===== config.mk =====
export PLATFORM = sky130hd
export DESIGN_NAME = grd_mod
export DESIGN_NICKNAME = d
export VERILOG_FILES = /design/src/rtl/grd_pkg.sv /design/src/rtl/grd_mod.sv
export SDC_FILE = /design/constraint.sdc
export NUM_CORES = 1
export LEC_CHECK = 0
export ABC_AREA = 1
export BUFFER_PORTS_ARGS = -buffer_cell sky130_fd_sc_hd__buf_2
export CORE_MARGIN = 2
export CORE_UTILIZATION = 55
export CTS_BUF_LIST = sky130_fd_sc_hd__clkbuf_16
export DETAILED_ROUTE_END_ITERATION = 16
export PLACE_DENSITY = 0.84
export SLEW_MARGIN = 20
export SYNTH_ARGS = -nofsm -noshare
export SYNTH_HDL_FRONTEND = slang
export SYNTH_SLANG_ARGS = --single-unit

===== constraint.sdc =====
create_clock -name clk -period 9.6 [get_ports clk]
set_input_delay 0.48 -clock clk [delete_from_list [all_inputs] [get_ports clk]]
set_output_delay 0.48 -clock clk [all_outputs]
set_load 0.005 [all_outputs]

===== src/rtl/grd_pkg.sv =====
package grd_pkg;

  // input command codes
  localparam logic [1:0] CMD_TICK = 2'd0;
  localparam logic [1:0] CMD_READ = 2'd1;
  localparam logic [1:0] CMD_INIT = 2'd2;

  // generator
  localparam logic [31:0] SEED_RESET = 32'h51ed270b;
  localparam logic [31:0] ZERO_FIX   = 32'h9e3779b9;

  // glyphs and colors
  localparam logic [6:0] GLYPH_BASE   = 7'd33;
  localparam logic [7:0] GLYPH_SPAN   = 8'd94;
  localparam logic [7:0] HEAD_RB      = 8'd205;
  localparam logic [7:0] HEAD_G       = 8'd255;
  localparam logic [7:0] GREEN_STEP   = 8'd14;
  localparam logic [7:0] GREEN_FLOOR  = 8'd40;
  localparam logic [2:0] FLICKER_MASK = 3'd7;

  // modulo unit: 32-bit dividend, 8 dividend bits per cycle
  localparam int MOD_CHUNK = 8;
  localparam int MOD_STEPS = 32 / MOD_CHUNK;

  typedef struct packed {
    logic        start;
    logic [31:0] num;
    logic [7:0]  den;
  } mod_req_t;

  typedef struct packed {
    logic       done;
    logic [6:0] rem;
  } mod_rsp_t;

  // one xorshift32 step, zero replaced by a fixed constant
  function automatic logic [31:0] grd_xs(input logic [31:0] x);
    logic [31:0] v;
    v = x ^ (x << 13);
    v = v ^ (v >> 17);
    v = v ^ (v << 5);
    return (v == 32'd0) ? ZERO_FIX : v;
  endfunction

endpackage


===== src/rtl/grd_mod.sv =====
// Remainder of a 32-bit word by a small divisor (1..128), one byte per cycle.
module grd_mod
  import grd_pkg::*;
(
  input  logic     clk,
  input  logic     rst_n,
  input  mod_req_t req,
  output mod_rsp_t rsp
);

  localparam int CW = $clog2(MOD_STEPS);

  logic          busy_r;
  logic          done_r;
  logic [CW-1:0] cnt_r;
  logic [31:0]   num_r;
  logic [7:0]    den_r;
  logic [6:0]    rem_r;
  logic [6:0]    rem_nxt;

  // restoring steps over the top byte of the shifting dividend
  always_comb begin
    logic [7:0] t;
    t = 8'd0;
    rem_nxt = rem_r;
    for (int i = MOD_CHUNK - 1; i >= 0; i--) begin
      t = {rem_nxt, num_r[32 - MOD_CHUNK + i]};
      if (t >= den_r) begin
        t = t - den_r;
      end
      rem_nxt = t[6:0];
    end
  end

  always_ff @(posedge clk) begin
    if (!rst_n) begin
      busy_r <= 1'b0;
      done_r <= 1'b0;
      cnt_r  <= '0;
    end else begin
      done_r <= 1'b0;
      if (req.start) begin
        busy_r <= 1'b1;
        cnt_r  <= '0;
        num_r  <= req.num;
        den_r  <= req.den;
        rem_r  <= 7'd0;
      end else if (busy_r) begin
        rem_r <= rem_nxt;
        num_r <= num_r << MOD_CHUNK;
        cnt_r <= cnt_r + 1'b1;
        if (cnt_r == CW'(MOD_STEPS - 1)) begin
          busy_r <= 1'b0;
          done_r <= 1'b1;
        end
      end
    end
  end

  assign rsp.done = done_r;
  assign rsp.rem  = rem_r;

endmodule


==> impl_summary.txt, run 1 <==
----------------------------------------------------
[GRT]
  Total congestion overflow ... 998
  Largest net degree at the start of global routing ... 40
  Global-route total usage across every layer ... 97.8%

[Floorplanning]
  Total number of placement rows ... 35
  Vert. Die Dim ... 101 µm
  Die Span X ... 101 µm
  Initial core utilization ... 56.3%
  Io pins ... 51

[Clocking]
  Maximum clock path buffer count ... 2
  Cts bufs inserted ... 5
  H-Tree Level Count ... 2
  Cell at the root of the clock tree ... sky130_fd_sc_hd__clkbuf_16
  Number of clock sinks ... 51

[Synthesis]
  Yosys warnings ... 0
  Average instance area after synthesis ... 7.51 µm²
  Number of enable flip-flop cells after synthesis ... 47
  Mapped Area ... 5150 µm²
  Synth Register Bits ... 51
  Post-synthesis cell count ... 686
  Async SR Flop Fraction ... 0%
  Post-synthesis cell type count ... 42
  Fraction of the yosys area taken by sequential cells ... 29.0%
  Net Count, Synth ... 802
  Most used flip-flop cell after synthesis ... sky130_fd_sc_hd__edfxtp_1

[Status]
  Tool error ... [ERROR GRT-0232] Routing congestion too high. Check the congestion heatmap in the GUI.
  Run status ... stopped before the end
  Failed at ... global routing

[STA]
  WEP type ... sequential cell input
  Worst endpoint after global-route timing repair ... rem_r[3]$_SDFFCE_PP0P_/D

[Placed design]
  Cell count after placement ... 992
  Last weighted congestion value of the routability-driven placer ... 0.980
  Worst-case setup slack after placement ... -1.09 ns
  Post-DP HPWL ... 11.8 mm
  Total of buffers placed on input and output ports ... 50

----------------------------------------------------
## timing repair
action	4_1_cts
gates cloned	3
gates resized for setup	183
pin swaps	90
endpoints found under the setup margin	7
hold buffers	0
buffers inserted	40
## cell usage after synthesis, types with 2 or more instances
library cell	number	area, µm²
sky130_fd_sc_hd__and2_1	2	12.5
sky130_fd_sc_hd__nor2_1	31	116
sky130_fd_sc_hd__dfxtp_1	4	80.1
sky130_fd_sc_hd__xnor2_1	9	78.8
sky130_fd_sc_hd__o21ai_0	19	95.1
sky130_fd_sc_hd__nor3_2	2	20.0
sky130_fd_sc_hd__nand2_1	223	837
sky130_fd_sc_hd__a21oi_1	36	180
sky130_fd_sc_hd__a211oi_1	3	22.5
sky130_fd_sc_hd__a21o_1	2	15.0
sky130_fd_sc_hd__buf_4	2	15.0
sky130_fd_sc_hd__edfxtp_1	47	1410
sky130_fd_sc_hd__buf_1	2	7.51
sky130_fd_sc_hd__or2_2	8	50.1
sky130_fd_sc_hd__fa_1	8	160
sky130_fd_sc_hd__o21a_1	8	60.1
sky130_fd_sc_hd__o21ai_1	6	30.0
sky130_fd_sc_hd__o21ai_2	10	87.6
sky130_fd_sc_hd__a31oi_1	5	31.3
sky130_fd_sc_hd__nor2_2	2	12.5
sky130_fd_sc_hd__o21bai_1	2	15.0
sky130_fd_sc_hd__nand3_1	37	185
sky130_fd_sc_hd__nand2_2	2	12.5
sky130_fd_sc_hd__inv_2	3	11.3
sky130_fd_sc_hd__ha_1	65	813
sky130_fd_sc_hd__nand4_1	4	25.0
sky130_fd_sc_hd__clkbuf_1	5	18.8
sky130_fd_sc_hd__xor2_1	22	193
sky130_fd_sc_hd__nand3_2	9	90.1
sky130_fd_sc_hd__inv_1	95	357
sky130_fd_sc_hd__a21oi_2	2	17.5
## stage by stage
stage	area [µm²]	hold WS [ns]
after floorplan	5250	0.465
after CTS	8080	0.362
after global placement	6760	0.479
after detailed placement	6760	0.498
## layer usage
metal  overflow  track usage, %
met5          0            22.1
met4        230             116
met3          8            68.8
met2        759             136
met1          1            82.7
## logic make-up after synthesis
kind of cell,count (synthesis),share of synthesized area (%)
muxes,1,0.194
xor gates and xnor gates,31,5.27
and+or+nand+nor,326,27.3
adders and majority gates,73,18.9
buffers and inverters,109,8.29
DFF,51,29.0
AOI/OAI and AO/OA,95,11.1
==> inputs of run 2 (changes only) <==
- CORE_UTILIZATION: 55 -> 40
- CTS_BUF_LIST: sky130_fd_sc_hd__clkbuf_16 -> not set
- PLACE_DENSITY: 0.84 -> not set
- PLACE_DENSITY_LB_ADDON: not set -> 0.15
- clock period: 9.6 -> 12.48 ns (I/O delays scaled with it)
==> run 2 against run 1 <==
  * The flow now finishes without violations
  * Area after synthesis did not move
  * Synthesized cell count did not move
==> impl_summary.txt, run 2 <==
----------------------------------------------------
[Critical path]
  Critical path class ... reg -> reg
  Crit path largest cell delay ... 0.50 ns
  Critical Path Fanout Max ... 10
  Most common cell type on the critical path ... sky130_fd_sc_hd__nand2_1
  Data required time of the worst path ... 12.63 ns
  Slowest stage cell, crit path ... sky130_fd_sc_hd__fa_1
  Kind of start point of the critical path ... flip-flop
  Type of destination of the critical path ... flip-flop
  Crit path DAT ... 11.56 ns

[Final layout]
  Reg with most FFs ... num_r
  Net count of the finished layout ... 868
  Utilization after layout ... 46.9%
  Most common library cell in the layout ignoring fill and taps ... sky130_fd_sc_hd__nand2_1
  Number of antenna cells inserted ... 0
  Share of cells above drive strength 1 ... 16.2%
  Layout-stage area growth over the synthesis result ... 14.6%
  Biggest regs ... num_r: 32 flops, den_r: 8 flops, rem_r: 7 flops
  Most frequent cells in the layout ... 222 x sky130_fd_sc_hd__nand2_1, 94 x sky130_fd_sc_hd__inv_1, 65 x sky130_fd_sc_hd__ha_1
  Number of flip-flops in the largest register ... 32

[Clocking]
  Clock tree from TritonCTS ... built
  Clock insertion delay at the later pin of the skew report ... 0.30 ns
  Maximum clock path buffer count ... 2 (unchanged)
  Cell at the root of the clock tree ... sky130_fd_sc_hd__clkbuf_16 (unchanged)
  Cts bufs inserted ... 5 (unchanged)
  Clock transition at the registers of the reported paths ... 0.07 ns
  Post-cts hold buffer count ... 0 (unchanged)
  Number of clock sinks ... 51 (unchanged)
  H-Tree Level Count ... 2 (unchanged)

[Placed design]
  Post-DP HPWL ... 9.46 mm (was 11.8 mm)
  Total of buffers placed on input and output ports ... 50 (unchanged)
  Last weighted congestion value of the routability-driven placer ... 0.897 (was 0.980)

[GRT]
  Largest net degree at the start of global routing ... 39
  Initial antenna violation count ... 0
  Wire length of the first global-routing pass ... 20.6 mm
  Global-route total usage across every layer ... 18.1%
  Vias in the first global route ... 4438
  Total congestion overflow ... 0

[STA]
  Final Setup Violations ... 0
  Clock Skews ... 0.00815 ns
  Sum of negative setup slack ... 0 ns
  Rel. slew slack ... 41.2%
  Final-report hold violation count ... 0
  Pins Over Slew Limit ... 0
  Actual slew at the worst max-slew pin ... 0.881 ns
  Setup repair after global routing missed its margin ... no
  Clock period minus final worst setup slack ... 11.42 ns
  Final Hold Slack ... 0.497 ns
  Maximum clock rate ... 87.6 MHz
  Final cycle utilization of the critical path ... 91.5%

[Synthesis]
  Cell taking the most area after synthesis ... sky130_fd_sc_hd__edfxtp_1 (unchanged)
  Top cells by instance count after synthesis ... 223 x sky130_fd_sc_hd__nand2_1, 95 x sky130_fd_sc_hd__inv_1, 65 x sky130_fd_sc_hd__ha_1, 47 x sky130_fd_sc_hd__edfxtp_1, 37 x sky130_fd_sc_hd__nand3_1 (unchanged)
  Fraction of the yosys area taken by sequential cells ... 29.0% (unchanged)
  Portion of synthesized cell area occupied by the leading cell type ... 27.4% (unchanged)
  Post-synthesis cell count ... 686 (unchanged)
  Net Count, Synth ... 802 (unchanged)
  Cell types occupying the most area after synthesis ... sky130_fd_sc_hd__edfxtp_1 27%, sky130_fd_sc_hd__nand2_1 16%, sky130_fd_sc_hd__ha_1 16% (unchanged)
  Post-synthesis cell type count ... 42 (unchanged)
  Most common cell in the synthesized netlist ... sky130_fd_sc_hd__nand2_1 (unchanged)
  Async SR Flop Fraction ... 0% (unchanged)
  Average instance area after synthesis ... 7.51 µm² (unchanged)
  Number of enable flip-flop cells after synthesis ... 47 (unchanged)
  Mapped Area ... 5150 µm² (unchanged)
  Synth Register Bits ... 51 (unchanged)
  Most used flip-flop cell after synthesis ... sky130_fd_sc_hd__edfxtp_1 (unchanged)
  Yosys warnings ... 0 (unchanged)

[Floorplanning]
  Die area ... 13800 µm²
  Vert. Die Dim ... 117 µm (was 101 µm)
  Initial core utilization ... 41.0% (was 56.3%)
  Total number of placement rows ... 41 (was 35)
  Std-Cell Core Area ... 12600 µm²
  Io pins ... 51 (unchanged)
  Die Span X ... 117 µm (was 101 µm)

[Detailed routing]
  Detail-routed via count per cell ... 4.81
  Via total after detailed routing ... 4451
  Pre-Repair DR Iteration Count ... 4
  Mean routed wirelength per cell ... 13.1 µm
  Detailed router's first-iteration violation count ... 216
  Final antenna-violating net count ... 0
  DR DRC count ... 0
  Post-detailed-routing wire length ... 12.2 mm

[Hold path]
  Class of the worst hold path ... in -> reg

[Status]
  Run status ... finished, final reports clean (was stopped before the end)

[Flow run]
  Max-cap violation count ... 0

----------------------------------------------------
==> run 2: repair_timing <==
| item | in CTS | in global routing |
|---|---|---|
| gates resized for setup | 0 | 6 |
| buffers inserted | 0 | 10 |
| setup endpoints to repair | 0 | 7 |
==> run 2: routing by layer <==
layer	vias to the layer above	wire, µm	track usage [%]
met5	-	0	0
met2	83	5730	31.5
met1	1970	5710	23.3
met3	24	444	2.18
li1	2374	-	-
met4	0	274	6.25
==> run 2: worst max-delay path, delay by kind of cell (launching register included) <==
kind            cells  cell delay (ns)
flops               1             0.40
fa+ha+maj           8             2.87
buf+inv            14             1.64
compound gates     14             2.57
simple gates       33             3.78
==> run 2: area by class of cell <==
class	instances	area, µm²
Timing Repair Buffer	69	393
Inverter	99	378
Tap cell	172	215
Clock buffer	5	125
Sequential cell	51	1490
Clock inverter	3	47.5
Fill cell	1238	6670
Multi-Input combinational cell	526	3250
==> run 2: cell families (layout without fill, tap and decap cells) <==
| kind of cell | Yosys count | in the layout | synth area share [%] |
|---|---|---|---|
| AOI/OAI and AO/OA | 95 | 95 | 11.1 |
| xor gates and xnor gates | 31 | 31 | 5.27 |
| adders and majority gates | 73 | 73 | 18.9 |
| buffers and inverters | 109 | 176 | 8.29 |
| DFF | 51 | 51 | 29.0 |
| muxes | 1 | 1 | 0.194 |
| and+or+nand+nor | 326 | 326 | 27.3 |
==> run 2: worst paths after layout <==
| check | to | start | depth (start not counted) | slack, ns |
|---|---|---|---|---|
| worst max-delay path | rem_r[5] | den_r[1] | 69 | 1.06 |
| worst min-delay path | den_r[6] | req[6] | 1 | 0.50 |
| worst max register to register | rem_r[5] | den_r[1] | 69 | 1.06 |
| worst min register to register | num_r[10] | num_r[2] | 2 | 0.51 |
==> run 2: metrics by stage <==
stage          area, µm²  instances  worst slack (ns)
2_1_floorplan       5150        686              2.17
3_3_place_gp        5630        907             0.856
3_5_place_dp        5630        907             0.631
4_1_cts             5800        915             0.580
5_1_grt             5900        925           0.00644
6_report            5900        925              1.06
Power of run 2 is not shown: default switching activity piles up to over one toggle a cycle in this logic, so the estimate is an artifact.
==> inputs of run 3 (changes only) <==
- ABC_AREA: 1 -> not set
- CORE_UTILIZATION: 40 -> 58
==> run 3 against run 2 <==
  * The flow now finishes with violations (setup timing)
  * Sequential share of layout area down 3.3 points
  * Routed wire length up 15%
  * Worst hold slack worse by 0.0086 ns
  * Critical endpoint is now rem_r[6]
==> impl_summary.txt, run 3 <==
----------------------------------------------------
[Synthesis]
  Average instance area after synthesis ... 9.91 µm² (was 7.51 µm²)
  Most common cell in the synthesized netlist ... sky130_fd_sc_hd__ha_1 (was sky130_fd_sc_hd__nand2_1)
  Async SR Flop Fraction ... 0% (unchanged)
  Net Count, Synth ... 633 (was 802)
  Top cells by instance count after synthesis ... 65 x sky130_fd_sc_hd__ha_1, 47 x sky130_fd_sc_hd__edfxtp_1, 42 x sky130_fd_sc_hd__nor2_1, 37 x sky130_fd_sc_hd__inv_1, 36 x sky130_fd_sc_hd__mux2_2 (was 223 x sky130_fd_sc_hd__nand2_1, 95 x sky130_fd_sc_hd__inv_1, 65 x sky130_fd_sc_hd__ha_1, 47 x sky130_fd_sc_hd__edfxtp_1, 37 x sky130_fd_sc_hd__nand3_1)
  Portion of synthesized cell area occupied by the leading cell type ... 27.5% (was 27.4%)
  Synth Register Bits ... 51 (unchanged)
  Most used flip-flop cell after synthesis ... sky130_fd_sc_hd__edfxtp_1 (unchanged)
  Yosys warnings ... 0 (unchanged)
  Cell types occupying the most area after synthesis ... sky130_fd_sc_hd__edfxtp_1 28%, sky130_fd_sc_hd__ha_1 16%, sky130_fd_sc_hd__mux2_2 7.9% (was sky130_fd_sc_hd__edfxtp_1 27%, sky130_fd_sc_hd__nand2_1 16%, sky130_fd_sc_hd__ha_1 16%)
  Fraction of the yosys area taken by sequential cells ... 29.1% (was 29.0%)
  Mapped Area ... 5120 µm² (was 5150 µm²)
  Post-synthesis cell type count ... 61 (was 42)
  Cell taking the most area after synthesis ... sky130_fd_sc_hd__edfxtp_1 (unchanged)
  Post-synthesis cell count ... 517 (was 686)
  Number of enable flip-flop cells after synthesis ... 47 (unchanged)

[Floorplanning]
  Die area ... 9600 µm² (was 13800 µm²)
  Std-Cell Core Area ... 8640 µm² (was 12600 µm²)
  Total number of placement rows ... 34 (was 41)
  Vert. Die Dim ... 98 µm (was 117 µm)
  Initial core utilization ... 59.3% (was 41.0%)
  Die Span X ... 98 µm (was 117 µm)
  Io pins ... 51 (unchanged)

[Clocking]
  Cell at the root of the clock tree ... sky130_fd_sc_hd__clkbuf_8 (was sky130_fd_sc_hd__clkbuf_16)
  Clock tree from TritonCTS ... built (unchanged)
  Clock transition at the registers of the reported paths ... 0.09 ns (was 0.07 ns)
  Number of clock sinks ... 51 (unchanged)
  Cts bufs inserted ... 5 (unchanged)
  Maximum clock path buffer count ... 2 (unchanged)
  H-Tree Level Count ... 2 (unchanged)
  Clock insertion delay at the later pin of the skew report ... 0.30 ns (about the same)

[Critical path]
  Buf+Inv Stages, Crit Path ... 11 (was 14)
  Critical Path Fanout Max ... 6 (was 10)
  Crit path largest cell delay ... 0.41 ns (was 0.50 ns)
  Data required time of the worst path ... 12.55 ns (was 12.63 ns)
  Critical path class ... reg -> reg (unchanged)
  Slowest stage cell, crit path ... sky130_fd_sc_hd__a221o_1 (was sky130_fd_sc_hd__fa_1)
  Most common cell type on the critical path ... sky130_fd_sc_hd__buf_6 (was sky130_fd_sc_hd__nand2_1)
  Cell family contributing the most delay on the critical path ... compound AO/OA/AOI/OAI gates (was simple AND/OR/NAND/NOR gates)
  Type of destination of the critical path ... flip-flop (unchanged)
  Kind of start point of the critical path ... flip-flop (unchanged)
  Crit path DAT ... 12.63 ns (was 11.56 ns)
  Number of gates on the worst path with buffers counted ... 65 (was 69)
  Worst Reg-to-Reg Cells ... 65 (was 69)

[Final layout]
  Reg with most FFs ... num_r (unchanged)
  Number of antenna cells inserted ... 0 (unchanged)
  Most common library cell in the layout ignoring fill and taps ... sky130_fd_sc_hd__buf_4 (was sky130_fd_sc_hd__nand2_1)
  Net count of the finished layout ... 775 (was 868)
  Share of cells above drive strength 1 ... 44.1% (was 16.2%)
  Layout-stage area growth over the synthesis result ... 32.5% (was 14.6%)
  Biggest regs ... num_r: 32 flops, den_r: 8 flops, rem_r: 7 flops (unchanged)
  Number of flip-flops in the largest register ... 32 (unchanged)
  Non-filler instance count after layout ... 768 (was 925)
  Most frequent cells in the layout ... 86 x sky130_fd_sc_hd__buf_4, 53 x sky130_fd_sc_hd__buf_2, 52 x sky130_fd_sc_hd__ha_1 (was 222 x sky130_fd_sc_hd__nand2_1, 94 x sky130_fd_sc_hd__inv_1, 65 x sky130_fd_sc_hd__ha_1)

[Placed design]
  Last weighted congestion value of the routability-driven placer ... 0.926 (was 0.897)
  Total of buffers placed on input and output ports ... 50 (unchanged)
  Post-DP HPWL ... 10.2 mm (was 9.46 mm)
  Cell count after placement ... 723 (was 907)

[Detailed routing]
  Via total after detailed routing ... 4556 (was 4451)
  Final antenna-violating net count ... 0 (unchanged)
  Detail-routed via count per cell ... 5.93 (was 4.81)
  Mean routed wirelength per cell ... 18.3 µm (was 13.1 µm)
  Pre-Repair DR Iteration Count ... 4 (unchanged)
  Detailed router's first-iteration violation count ... 177 (was 216)
  DR DRC count ... 0 (unchanged)
  Post-detailed-routing wire length ... 14.0 mm (was 12.2 mm)

[STA]
  Final Hold Slack ... 0.489 ns (was 0.497 ns)
  Maximum clock rate ... 79.6 MHz (was 87.6 MHz)
  Setup repair after global routing missed its margin ... yes (was no)
  Setup slack after layout ... -0.0804 ns (was 1.06 ns)
  Rel. slew slack ... 39.1% (was 41.2%)
  Clock Skews ... 0.00951 ns (was 0.00815 ns)
  Actual slew at the worst max-slew pin ... 0.914 ns (was 0.881 ns)
  Final cycle utilization of the critical path ... 101% (was 91.5%)
  Final-report hold violation count ... 0 (unchanged)
  Final Setup Violations ... 5 (was 0)
  Pins Over Slew Limit ... 0 (unchanged)
  Clock period minus final worst setup slack ... 12.56 ns (was 11.42 ns)

[GRT]
  Largest net degree at the start of global routing ... 43 (was 39)
  Global-route total usage across every layer ... 26.9% (was 18.1%)
  Initial antenna violation count ... 0 (unchanged)
  Wire length of the first global-routing pass ... 20.9 mm (was 20.6 mm)
  Total congestion overflow ... 0 (unchanged)
  Vias in the first global route ... 4435 (was 4438)

[Hold path]
  Class of the worst hold path ... in -> reg (unchanged)
  Number of stages on the worst hold path ... 1 (unchanged)

[Status]
  Run status ... finished with violations (was finished, final reports clean)
  Violations in the final reports ... setup timing

[Flow run]
  Max-cap violation count ... 0 (unchanged)

----------------------------------------------------
-- run 3: cell types whose count changed after synthesis, sizes merged, moves of 9 or more --
cell / before / now
nand2: 225 / 23
nand2b: 0 / 9
mux2: 0 / 38
a21o: 2 / 20
nand3: 46 / 4
inv: 99 / 37
nor2b: 0 / 11
-- run 3: layout make-up --
cell class | instances | area [µm²]
Multi-Input combinational cell | 415 | 3890
Inverter | 37 | 141
Fill cell | 562 | 1840
Sequential cell | 51 | 1490
Timing Repair Buffer | 149 | 1030
Tap cell | 108 | 135
Clock buffer | 6 | 82.6
Clock inverter | 2 | 16.3
-- run 3: logic make-up after synthesis --
| family | count (synthesis) | share of synthesized area, % |
|---|---|---|
| AO/OA/AOI/OAI | 146 | 20.7 |
| AND/OR/NAND/NOR | 119 | 11.3 |
| adder cells (fa/ha/maj) | 73 | 19.0 |
| buffers and inverters | 51 | 4.39 |
| flip-flops | 51 | 29.1 |
| multiplexers | 44 | 9.91 |
| XOR/XNOR | 33 | 5.64 |
-- run 3: timing repair --
action / CTS / global route
setup endpoints to repair: 7 / 7
hold buffers: 0 / 0
setup buffers: 6 / 28
pin swaps: 9 / 45
cloned: 0 / 3
resized for setup: 21 / 65
-- run 3: layer usage --
metal | global-route usage [%] | up-vias | routed length, µm
li1 | - | 2188 | -
met1 | 33.9 | 2180 | 5940
met2 | 48.3 | 157 | 7130
met3 | 2.72 | 31 | 616
met4 | 8.65 | 0 | 354
met5 | 0 | - | 0
-- run 3: per-stage QoR --
stage               utilization, %  setup WS, ns  TNS (ns)  instance area (µm²)
floorplan                        -       0.00451         0                 5260
global placement              69.5       -0.0894    -0.403                 6010
detailed placement            69.5        -0.417     -2.58                 6010
CTS                           72.3       0.00359         0                 6240
global route                  78.6        -0.570     -3.55                 6790
finish                        78.6       -0.0804    -0.174                 6790
-- run 3: final timing paths --
kind	start	to	slack [ns]
setup / recovery	num_r[31]	rem_r[6]	-0.08
hold reg to reg	busy_r	done_r	0.50
hold / removal	req[1]	den_r[1]	0.49
setup reg to reg	num_r[31]	rem_r[6]	-0.08
Power of run 3 is left out for the same reason.
==> inputs of run 4 (changes only) <==
- CORE_UTILIZATION: 58 -> 45
- REMOVE_ABC_BUFFERS: not set -> 1
==> run 4 against run 3 <==
  * The run now ends clean
  * Register-to-register slack improved by 0.14 ns
  * Routed wire length increased by 6.3%
  * Count of clock-buffer cells in the layout unchanged
==> impl_summary.txt, run 4 (same netlist as run 3, synthesis figures left out) <==
----------------------------------------------------
[Status]
  Run status ... finished, final reports clean (was finished with violations)

[Critical path]
  Critical Path Fanout Max ... 7 (was 6)
  Slowest stage cell, crit path ... sky130_fd_sc_hd__edfxtp_1 (was sky130_fd_sc_hd__a221o_1)
  Kind of start point of the critical path ... flip-flop (unchanged)
  Crit path largest cell delay ... 0.41 ns (about the same)
  Data required time of the worst path ... 12.53 ns (was 12.55 ns)
  Critical path class ... reg -> reg (unchanged)
  Crit path DAT ... 12.47 ns (was 12.63 ns)
  Type of destination of the critical path ... flip-flop (unchanged)
  Most common cell type on the critical path ... sky130_fd_sc_hd__a21o_1 (was sky130_fd_sc_hd__buf_6)

[Clocking]
  Number of clock sinks ... 51 (unchanged)
  Clock tree from TritonCTS ... built (unchanged)
  Maximum clock path buffer count ... 2 (unchanged)
  Clock insertion delay at the later pin of the skew report ... 0.29 ns (was 0.30 ns)
  Cts bufs inserted ... 5 (unchanged)
  Cell at the root of the clock tree ... sky130_fd_sc_hd__clkbuf_16 (was sky130_fd_sc_hd__clkbuf_8)
  Clock transition at the registers of the reported paths ... 0.07 ns (was 0.09 ns)
  H-Tree Level Count ... 2 (unchanged)

[STA]
  Final Hold Slack ... 0.502 ns (was 0.489 ns)
  Actual slew at the worst max-slew pin ... 0.953 ns (was 0.914 ns)
  Final cycle utilization of the critical path ... 99.5% (was 101%)
  Clock Skews ... 0.00453 ns (was 0.00951 ns)
  Maximum clock rate ... 80.5 MHz (was 79.6 MHz)
  Final Setup Violations ... 0 (was 5)
  Rel. slew slack ... 36.5% (was 39.1%)
  Clock period minus final worst setup slack ... 12.42 ns (was 12.56 ns)
  Sum of negative setup slack ... 0 ns (was -0.174 ns)
  Setup repair after global routing missed its margin ... yes (unchanged)
  Final-report hold violation count ... 0 (unchanged)
  Pins Over Slew Limit ... 0 (unchanged)

[GRT]
  Global-route total usage across every layer ... 22.6% (was 26.9%)
  Met1 Resource Use GR ... 28.1% (was 33.9%)
  Largest net degree at the start of global routing ... 43 (unchanged)
  Total congestion overflow ... 0 (unchanged)
  Initial antenna violation count ... 0 (unchanged)
  M2 GR Usage ... 40.8% (was 48.3%)
  Met3 Use GR ... 2.57% (was 2.72%)
  Wire length of the first global-routing pass ... 22.6 mm (was 20.9 mm)
  Vias in the first global route ... 4729 (was 4435)
  Layer carrying the most global-route usage ... met2 (unchanged)

[Detailed routing]
  Pre-Repair DR Iteration Count ... 4 (unchanged)
  Via total after detailed routing ... 4672 (was 4556)
  Post-detailed-routing wire length ... 14.9 mm (was 14.0 mm)
  Detailed router's first-iteration violation count ... 315 (was 177)
  Detail-routed via count per cell ... 5.52 (was 5.93)
  Final antenna-violating net count ... 0 (unchanged)
  DR DRC count ... 0 (unchanged)
  Mean routed wirelength per cell ... 17.6 µm (was 18.3 µm)

[Floorplanning]
  Std-Cell Core Area ... 11000 µm² (was 8640 µm²)
  Total number of placement rows ... 38 (was 34)
  Vert. Die Dim ... 111 µm (was 98 µm)
  Initial core utilization ... 46.7% (was 59.3%)
  Die area ... 12300 µm² (was 9600 µm²)
  Io pins ... 51 (unchanged)
  Die Span X ... 111 µm (was 98 µm)

[Final layout]
  Share of cells above drive strength 1 ... 49.6% (was 44.1%)
  Layout-stage area growth over the synthesis result ... 43.7% (was 32.5%)
  Register cell area after layout ... 1490 µm² (unchanged)
  Most frequent cells in the layout ... 131 x sky130_fd_sc_hd__buf_4, 50 x sky130_fd_sc_hd__buf_2, 49 x sky130_fd_sc_hd__ha_1 (was 86 x sky130_fd_sc_hd__buf_4, 53 x sky130_fd_sc_hd__buf_2, 52 x sky130_fd_sc_hd__ha_1)
  Reg with most FFs ... num_r (unchanged)
  Layout fillers ... 872 (was 562)
  Most common library cell in the layout ignoring fill and taps ... sky130_fd_sc_hd__buf_4 (unchanged)
  Multi-input combinational cell area ... 4000 µm² (was 3890 µm²)
  Utilization after layout ... 67.1% (was 78.6%)
  Cell area after layout ... 7370 µm² (was 6790 µm²)
  Number of flip-flops in the largest register ... 32 (unchanged)
  Net count of the finished layout ... 822 (was 775)
  Biggest regs ... num_r: 32 flops, den_r: 8 flops, rem_r: 7 flops (unchanged)
  Number of antenna cells inserted ... 0 (unchanged)

[Placed design]
  Post-DP HPWL ... 10.6 mm (was 10.2 mm)
  Area of placed instances ... 6240 µm² (was 6010 µm²)
  Total of buffers placed on input and output ports ... 50 (unchanged)
  Last weighted congestion value of the routability-driven placer ... 0.907 (was 0.926)

[Hold path]
  Class of the worst hold path ... reg -> reg (was in -> reg)

[Flow run]
  Max-cap violation count ... 0 (unchanged)

----------------------------------------------------
[run 4: changes by cell type in the layout (fill, tap and decap cells not counted), sizes merged]
cell | previous run | this run
buf | 149 | 196
[run 4: path summary, 6_finish.rpt]
check,end,cells past startpoint,slack [ns],start
max,rem_r[6],65,0.06,num_r[31]
min,done_r,2,0.50,busy_r
max reg2reg,rem_r[6],65,0.06,num_r[31]
min reg2reg,done_r,2,0.50,busy_r
[run 4: what timing repair did]
item | 4_1_cts | 5_1_grt
hold buffers | 0 | 0
pin swaps | 7 | 62
cloned | 1 | 0
setup buffers | 11 | 32
resized for setup | 22 | 116
setup endpoints to repair | 7 | 7
[run 4: layer usage]
metal | share of wire, % | vias to the layer above
li1 | - | 2291
met1 | 43 | 2225
met2 | 50 | 117
met3 | 3.2 | 39
met4 | 3.9 | 0
met5 | 0 | -
[run 4: metrics by stage]
| stage | setup WS [ns] | instances |
|---|---|---|
| finish | 0.0608 | 847 |
| global route | -0.390 | 847 |
| detailed placement | -0.335 | 796 |
| floorplan | -1.79 | 503 |
| global placement | -0.106 | 796 |
| CTS | 0.00146 | 816 |
[run 4: layout make-up]
cell class / count / area share (%)
clock inverters: 2 / 0.221
multi-input cells: 415 / 54.3
repair buffers: 196 / 19.0
clock buffers: 6 / 1.89
inverters: 37 / 1.89
flip-flops and latches: 51 / 20.2
well taps: 140 / 2.38
[run 4: worst max-delay path, delay by kind of cell, from the launching register on]
kind	cells	cell delay (ns)
muxes	2	0.66
buffers and inverters	13	1.54
and+or+nand+nor	7	0.79
DFF	1	0.41
AOI/OAI and AO/OA	34	6.24
adders and majority gates	9	2.52
Power of run 4 is left out for the same reason.
